[config.mk]
export PLATFORM = sky130hd
export DESIGN_NAME = ccq_stack
export DESIGN_NICKNAME = d
export VERILOG_FILES = /design/src/hw/rtl/ccq_pkg.sv /design/src/hw/rtl/ccq_stack.sv
export SDC_FILE = /design/constraint.sdc
export NUM_CORES = 1
export LEC_CHECK = 0
export BUFFER_PORTS_ARGS = -buffer_cell sky130_fd_sc_hd__buf_2
export CORE_MARGIN = 2
export CORE_UTILIZATION = 41
export CTS_CLUSTER_DIAMETER = 120
export DETAILED_ROUTE_END_ITERATION = 6
export HOLD_SLACK_MARGIN = 0.05
export PLACE_DENSITY = 0.67
export SLEW_MARGIN = 20
export SYNTH_ARGS = -nofsm -noshare
export SYNTH_HDL_FRONTEND = slang
export SYNTH_SLANG_ARGS = --single-unit
[constraint.sdc]
create_clock -name clk -period 6.3 [get_ports clk]
set_input_delay 1.26 -clock clk [delete_from_list [all_inputs] [get_ports clk]]
set_output_delay 1.26 -clock clk [all_outputs]
set_load 0.1 [all_outputs]
[src/hw/rtl/ccq_pkg.sv]
package ccq_pkg;

	localparam int STACK_DEPTH = 64;
	localparam int DEPTH_W     = $clog2(STACK_DEPTH + 1);
	localparam int ADDR_W      = (STACK_DEPTH > 1) ? $clog2(STACK_DEPTH) : 1;

	localparam logic [DEPTH_W-1:0] DEPTH_FULL = DEPTH_W'(STACK_DEPTH);

	// Characters that the scanner reacts to.
	localparam logic [7:0] CH_NUL    = 8'h00;
	localparam logic [7:0] CH_NL     = 8'h0A;
	localparam logic [7:0] CH_DQUOTE = 8'h22;
	localparam logic [7:0] CH_HASH   = 8'h23;
	localparam logic [7:0] CH_SQUOTE = 8'h27;
	localparam logic [7:0] CH_LPAR   = 8'h28;
	localparam logic [7:0] CH_RPAR   = 8'h29;
	localparam logic [7:0] CH_STAR   = 8'h2A;
	localparam logic [7:0] CH_SLASH  = 8'h2F;
	localparam logic [7:0] CH_BSLASH = 8'h5C;
	localparam logic [7:0] CH_LBRACE = 8'h7B;
	localparam logic [7:0] CH_RBRACE = 8'h7D;

	// Verdict codes.
	localparam logic [2:0] ST_OK       = 3'd0;
	localparam logic [2:0] ST_MISSING  = 3'd1;
	localparam logic [2:0] ST_UNEXPECT = 3'd2;
	localparam logic [2:0] ST_COMMENT  = 3'd3;
	localparam logic [2:0] ST_QUOTE    = 3'd4;
	localparam logic [2:0] ST_OVERFLOW = 3'd5;

	typedef struct packed {
		logic push;
		logic pop;
		logic clear;
		logic push_bit; // 1 expects ')', 0 expects '}'
	} stack_ctl_t;

	typedef struct packed {
		logic [DEPTH_W-1:0] depth;
		logic               top;
	} stack_stat_t;

endpackage

[src/hw/rtl/ccq_stack.sv]
module ccq_stack
	import ccq_pkg::*;
(
	input  logic        clk,
	input  logic        arst_n,
	input  stack_ctl_t  ctl,
	output stack_stat_t stat
);

	logic [DEPTH_W-1:0] depth_q;
	logic [DEPTH_W-1:0] depth_n;
	logic               top_q;
	logic               below_q;
	logic [ADDR_W-1:0]  wr_addr;
	logic [ADDR_W-1:0]  rd_addr;
	logic               mem [STACK_DEPTH];

	// The top entry lives in top_q; the memory holds the entries beneath it.
	// below_q always holds the entry just under the top, prefetched for a pop.
	always_comb begin
		priority if (ctl.clear) begin
			depth_n = '0;
		end else if (ctl.push) begin
			depth_n = depth_q + 1'b1;
		end else if (ctl.pop) begin
			depth_n = depth_q - 1'b1;
		end else begin
			depth_n = depth_q;
		end
	end

	assign wr_addr = ADDR_W'(depth_q - 1'b1);
	assign rd_addr = ADDR_W'(depth_n - DEPTH_W'(2));

	always_ff @(posedge clk or negedge arst_n) begin
		if (!arst_n) begin
			depth_q <= '0;
		end else begin
			depth_q <= depth_n;
		end
	end

	always_ff @(posedge clk) begin
		if (ctl.push && depth_q != '0) begin
			mem[wr_addr] <= top_q;
		end
		// After a push the entry under the new top is the old top.
		if (ctl.push) begin
			below_q <= top_q;
		end else begin
			below_q <= mem[rd_addr];
		end
		if (ctl.push) begin
			top_q <= ctl.push_bit;
		end else if (ctl.pop) begin
			top_q <= below_q;
		end
	end

	assign stat.depth = depth_q;
	assign stat.top   = top_q;

endmodule

==> impl_metrics.json, run 1 <==
{
  "worst_pin_slew_ns": 0.9920,
  "max_freq_ghz": 0.2748,
  "grt_start_max_net_pins": 67,
  "core_area_um2": 9153,
  "fillers": 833,
  "busiest_layer": "met2",
  "rows": 35,
  "globalRouteMet2Util_pct": 29.43,
  "synth_area_um2": 3824,
  "report.final.slew_viol_count": 0,
  "crit_required_ns": 6.52,
  "dieArea_um2": 10110,
  "gp_congestion": 0.8493,
  "ys_ff_latch": 73,
  "yosysUniqueCellTypes": 53,
  "comb_power_share_pct": 21.7,
  "fp.dieW_um": 100.6,
  "intPower_mw": 0.8649,
  "clkSinkCount": 73,
  "drc": 0,
  "max_cap_violations": 0,
  "drive_above_1_share_pct": 15.94,
  "status": "finished clean",
  "cts-resized-gates": 0,
  "clkTransAtPathRegs_ns": 0.07,
  "grt_pass1_wl_um": 13050,
  "io_pins": 14,
  "leakage_nw": 1.495,
  "rsz0062_at_grt": "false",
  "grt_pass1_vias": 2567,
  "hp-class": "flop to flop",
  "track_usage_pct": 17.41,
  "p_per_area_nw_per_um2": 297.3,
  "die_height_um": 100.6,
  "path_class": "flop to flop",
  "cts_root_buf": "clkbuf_8",
  "p_seq_share_pct": 46.1,
  "met3_usage_pct": 2.913,
  "setup_violations": 0,
  "r2r-end": "below_q",
  "htreeDepth": 3,
  "finalClockSkew_ns": 0.01305,
  "synth_edf_count": 65,
  "start_util_pct": 41.78,
  "startpoint": "depth_q[0]",
  "min_period_ns": 3.639,
  "ant_nets": 0,
  "post-cts-setup-buffer-count": 0,
  "drtIter0Drc": 236,
  "portBuffers": 13,
  "synth_area_leaders": "edfxtp_1, mux2i_1, nor2_1, dfrtp_1, mux2_2",
  "wl_um": 8016,
  "diodes": 0,
  "hpwl_um": 5086,
  "cp.arrival_ns": 3.86,
  "wire_per_inst_um": 17.58,
  "cts_tree": "built",
  "cts-buffers-inserted": 9,
  "fin_setup_tns_ns": 0,
  "swShare_pct": 30.50,
  "syn-num-nets": 342,
  "via_per_inst": 5.704,
  "hold_viol": 0,
  "timing.rr.start": "depth_q[0]",
  "cp_max_fo": 26,
  "nets": 350,
  "cp-endpoint": "below_q",
  "postSynth.asyncResetShare_pct": 9.589,
  "synth_top_area_share_pct": 51.05,
  "yosysMostFrequentCell": "nor2_1",
  "synth-main-ff-cell": "edfxtp_1",
  "ys_warn_count": 0,
  "antenna_found_initial": 0,
  "post-route-period-util_pct": 57.76,
  "clkPwrFrac_pct": 32.2,
  "yosys.area.top_type": "edfxtp_1",
  "clk_latency_ns": 0.35,
  "power.total_mw": 1.244,
  "seq_area_frac_synth_pct": 56.15,
  "ys_top_cells_by_count": "nor2_1, edfxtp_1, mux2i_1",
  "syn_to_final_growth_pct": 9.457,
  "ctsHoldBuffers": 0,
  "reg2reg_depth": 12,
  "route.vias.total": 2601,
  "r2r_setup_slack_ns": 2.66,
  "grt_util_met1_pct": 21.85,
  "setup.worst_path.end_class": "flop",
  "p_sw_mw": 0.3795,
  "startpoint_type": "flop",
  "peakVddDrop_v": 0.0001185,
  "maxSlewHeadroom_pct": 33.25,
  "overflow": 0,
  "synth.avg_cell_area_um2": 11.52,
  "syn_inst": 332,
  "firstDrtPassIters": 4,
  "cts_buffer_depth": 2
}
-- registers in the layout, indices dropped and copies added, names as in the netlist --
register and flops:
top_q 1, depth_q 7, below_q 1, mem 64
-- worst min path at each step --
stage | endpoint | depth (start not counted) | start | slack, ns
6_report | top_q | 1 | below_q | 0.55
5_1_grt | top_q | 1 | below_q | 0.57
4_1_cts | top_q | 1 | below_q | 0.55
3_5_place_dp | top_q | 1 | below_q | 0.53
3_3_place_gp | top_q | 1 | below_q | 0.53
2_1_floorplan | top_q | 1 | below_q | 0.51
-- metrics by stage --
step / cells / instance area [µm²] / setup WS, ns / util (%) / hold slack (ns)
floorplan: 332 / 3824 / 2.021 / - / 0.5093
global placement: 440 / 3965 / 2.391 / 43.32 / 0.5275
detailed placement: 440 / 3965 / 2.390 / 43.32 / 0.5293
CTS: 456 / 4185 / 2.657 / 45.73 / 0.5477
global route: 456 / 4185 / 2.448 / 45.73 / 0.5745
finish: 456 / 4185 / 2.661 / 45.73 / 0.5459
-- layout make-up --
class | count | area (µm²) | share of cell area (%)
sequential | 73 | 2147 | 51.30
multi-input combinational | 229 | 1546 | 36.95
tap | 111 | 138.9 | 3.318
clock buffer | 10 | 127.6 | 3.049
timing repair buffer | 17 | 95.09 | 2.272
clock inverter | 6 | 92.59 | 2.212
inverter | 10 | 37.54 | 0.8969
-- critical path, cell delays in order (launching register included) --
cell and delay (ns):
dfrtp_1 0.55, inv_1 0.14, ha_1 0.42, and2_1 0.20, o31a_1 0.27, nor2_2 0.08, buf_4 0.33, inv_1 0.08
ha_1 0.53, a2111oi_0 0.14, or4b_1 0.52, o22ai_1 0.21, a221oi_2 0.05
-- cells in the final DEF, fill, tap and decap left out, drive strengths merged, types with 3 or more instances in the layout --
master and instances:
nand2b 3, buf 17, xor2 3, inv 10
edfxtp 65, o211ai 6, a22oi 3, mux2i 40
o21ai 3, nor3b 3, clkbuf 10, nand3 7
nor2 82, mux2 11, dfrtp 7, o22ai 6
nand2 18, nand4b 3, ha 4, xnor2 3
-- logic make-up after synthesis --
kind of cell             synth area share [%]
buffers and inverters                   3.665
multiplexers                            13.71
adder cells (fa/ha/maj)                 1.309
XOR/XNOR                                1.375
AO/OA/AOI/OAI                           7.559
flip-flops                              56.15
AND/OR/NAND/NOR                         16.23
-- routing by layer --
metal,routed length [µm],vias up
li1,-,1220
met1,3468,1300
met2,4007,66
met3,368,15
met4,171,0
met5,0,-
-- power by group through the flow --
stage	Sequential, mW	Combinational (mW)	Clock (mW)
CTS	0.574	0.271	0.407
global placement	0.584	0.266	0
detailed placement	0.584	0.270	0
floorplan	0.619	0.175	0
finish	0.574	0.270	0.401
global route	0.577	0.294	0.427
Power figures use the tool's default switching activity.
==> inputs of run 2 (changes only) <==
clock period = 3.7 ns   (was 6.3 ns; I/O delays follow)
==> impl_metrics.json, run 2 (synthesized netlist as in run 1, its figures left out) <==
{
  "status": "finished clean",
  "hp-class": "input pin to asynchronous set/reset pin",
  "clkSinkCount": 73,
  "wl_um": 8280,
  "design_area_um2": 4190,
  "clkTransAtPathRegs_ns": 0.08,
  "setup.worst_path.end_class": "flop",
  "startpoint": "depth_q[0]",
  "busiest_layer": "met2",
  "fp.dieW_um": 100.6,
  "htreeDepth": 3,
  "timing.rr.start": "depth_q[0]",
  "fin_util_pct": 45.78,
  "globalRouteMet2Util_pct": 28.96,
  "min_period_ns": 3.321,
  "hold_viol": 0,
  "track_usage_pct": 17.83,
  "route.vias.total": 2600,
  "fillers": 824,
  "dpl.cell_count": 444,
  "gp_congestion": 0.9223,
  "cts-buffers-inserted": 9,
  "largest_reg_flops": 64,
  "top_regs": "mem x64, depth_q x7",
  "rows": 35,
  "drtIter0Drc": 190,
  "hpwl_um": 5305,
  "drive_above_1_share_pct": 17.19,
  "clk_latency_ns": 0.35,
  "diodes": 0,
  "grt_pass1_wl_um": 13340,
  "start_util_pct": 41.78,
  "report.final.slew_viol_count": 0,
  "dieArea_um2": 10110,
  "cts_buffer_depth": 2,
  "grt_pass1_vias": 2523,
  "antenna_found_initial": 0,
  "cp_max_fo": 14,
  "max_cap_violations": 0,
  "cp-endpoint": "below_q",
  "portBuffers": 13,
  "setup_violations": 0,
  "path_class": "flop to flop",
  "cts_root_buf": "clkbuf_8",
  "power.total_mw": 2.059,
  "nets": 354,
  "overflow": 0,
  "regMostFlops": "mem",
  "grt_start_max_net_pins": 66,
  "post-route-period-util_pct": 89.76,
  "r2r-end": "below_q",
  "met3_usage_pct": 3.467,
  "mostFrequentLayoutCells": "nor2_1, edfxtp_1, mux2i_1",
  "finalClockSkew_ns": 0.008508,
  "rsz0062_at_grt": "false",
  "r2r_setup_slack_ns": 0.38,
  "p_per_area_nw_per_um2": 491.4,
  "maxSlewHeadroom_pct": 38.23,
  "ctsHoldBuffers": 0,
  "post-cts-setup-buffer-count": 0,
  "die_height_um": 100.6,
  "wire_per_inst_um": 18.00,
  "cp.arrival_ns": 3.54,
  "crit_required_ns": 3.92,
  "firstDrtPassIters": 5,
  "cts_tree": "built",
  "io_pins": 14,
  "worst_pin_slew_ns": 0.9265,
  "peakVddDrop_v": 0.0001879,
  "startpoint_type": "flop",
  "leakage_nw": 1.503,
  "max_freq_ghz": 0.3011,
  "reg2reg_depth": 10,
  "fin_setup_tns_ns": 0,
  "layout_commonest_cell": "nor2_1",
  "via_per_inst": 5.652,
  "syn_to_final_growth_pct": 9.588,
  "drc": 0,
  "placed_area_um2": 4003,
  "grt_util_met1_pct": 23.61,
  "ant_nets": 0,
  "cts-resized-gates": 0,
  "core_area_um2": 9153,
  "layoutNonFillerInstCount": 460
}
## run 2: changes by cell type in the layout (fill, tap and decap cells not counted)
cell | previous run | this run
clkinv_4 | 2 | 1
dfrtp_1 | 7 | 5
dfrtp_4 | 0 | 2
buf_4 | 4 | 8
clkinvlp_4 | 2 | 1
clkbuf_1 | 1 | 2
clkinv_2 | 0 | 2
bufinv_16 | 2 | 1
## run 2: area by class of cell
class	instances	area (µm²)	area share [%]
Tap cell	111	138.9	3.314
Timing Repair Buffer	21	125.1	2.986
Multi-Input combinational cell	229	1546	36.91
Clock inverter	5	56.30	1.344
Clock buffer	11	131.4	3.135
Sequential cell	73	2155	51.42
Inverter	10	37.54	0.8958
## run 2: worst min-delay path by stage
stage,startpoint,to,slack (ns),depth (start not counted)
after floorplan,arst_n,depth_q[2],0.44,0
after global placement,below_q,top_q,0.54,1
after detailed placement,below_q,top_q,0.53,1
after CTS,arst_n,depth_q[3],0.20,1
after global routing,arst_n,depth_q[3],0.20,1
final,arst_n,depth_q[3],0.21,1
## run 2: routing by layer
layer | vias to the layer above | part of all wire [%]
li1 | 1230 | -
met1 | 1290 | 46
met2 | 67 | 48
met3 | 13 | 4.7
met4 | 0 | 1.6
met5 | - | 0
## run 2: power breakdown
part | leakage [nW] | internal, mW | switching (mW)
Clock | 0.0933 | 0.311 | 0.296
Sequential | 0.683 | 0.954 | 0.0229
Combinational | 0.726 | 0.148 | 0.328
Total | 1.50 | 1.41 | 0.646
## run 2: through the flow
stage / hold WS [ns] / setup slack [ns]
2_1_floorplan: 0.4444 / 0.01177
3_5_place_dp: 0.5313 / 0.4257
4_1_cts: 0.2027 / 0.4344
3_3_place_gp: 0.5419 / 0.5583
5_1_grt: 0.2005 / 0.2119
6_report: 0.2066 / 0.3789
## run 2: worst max-delay path: stages, from the launching register on
cell       delay (ns)
dfrtp_4          0.52
inv_1            0.12
ha_1             0.48
and3b_1          0.26
o211ai_1         0.13
or2_2            0.31
ha_1             0.49
a2111oi_0        0.12
or4b_1           0.52
o22ai_1          0.20
a221oi_2         0.05
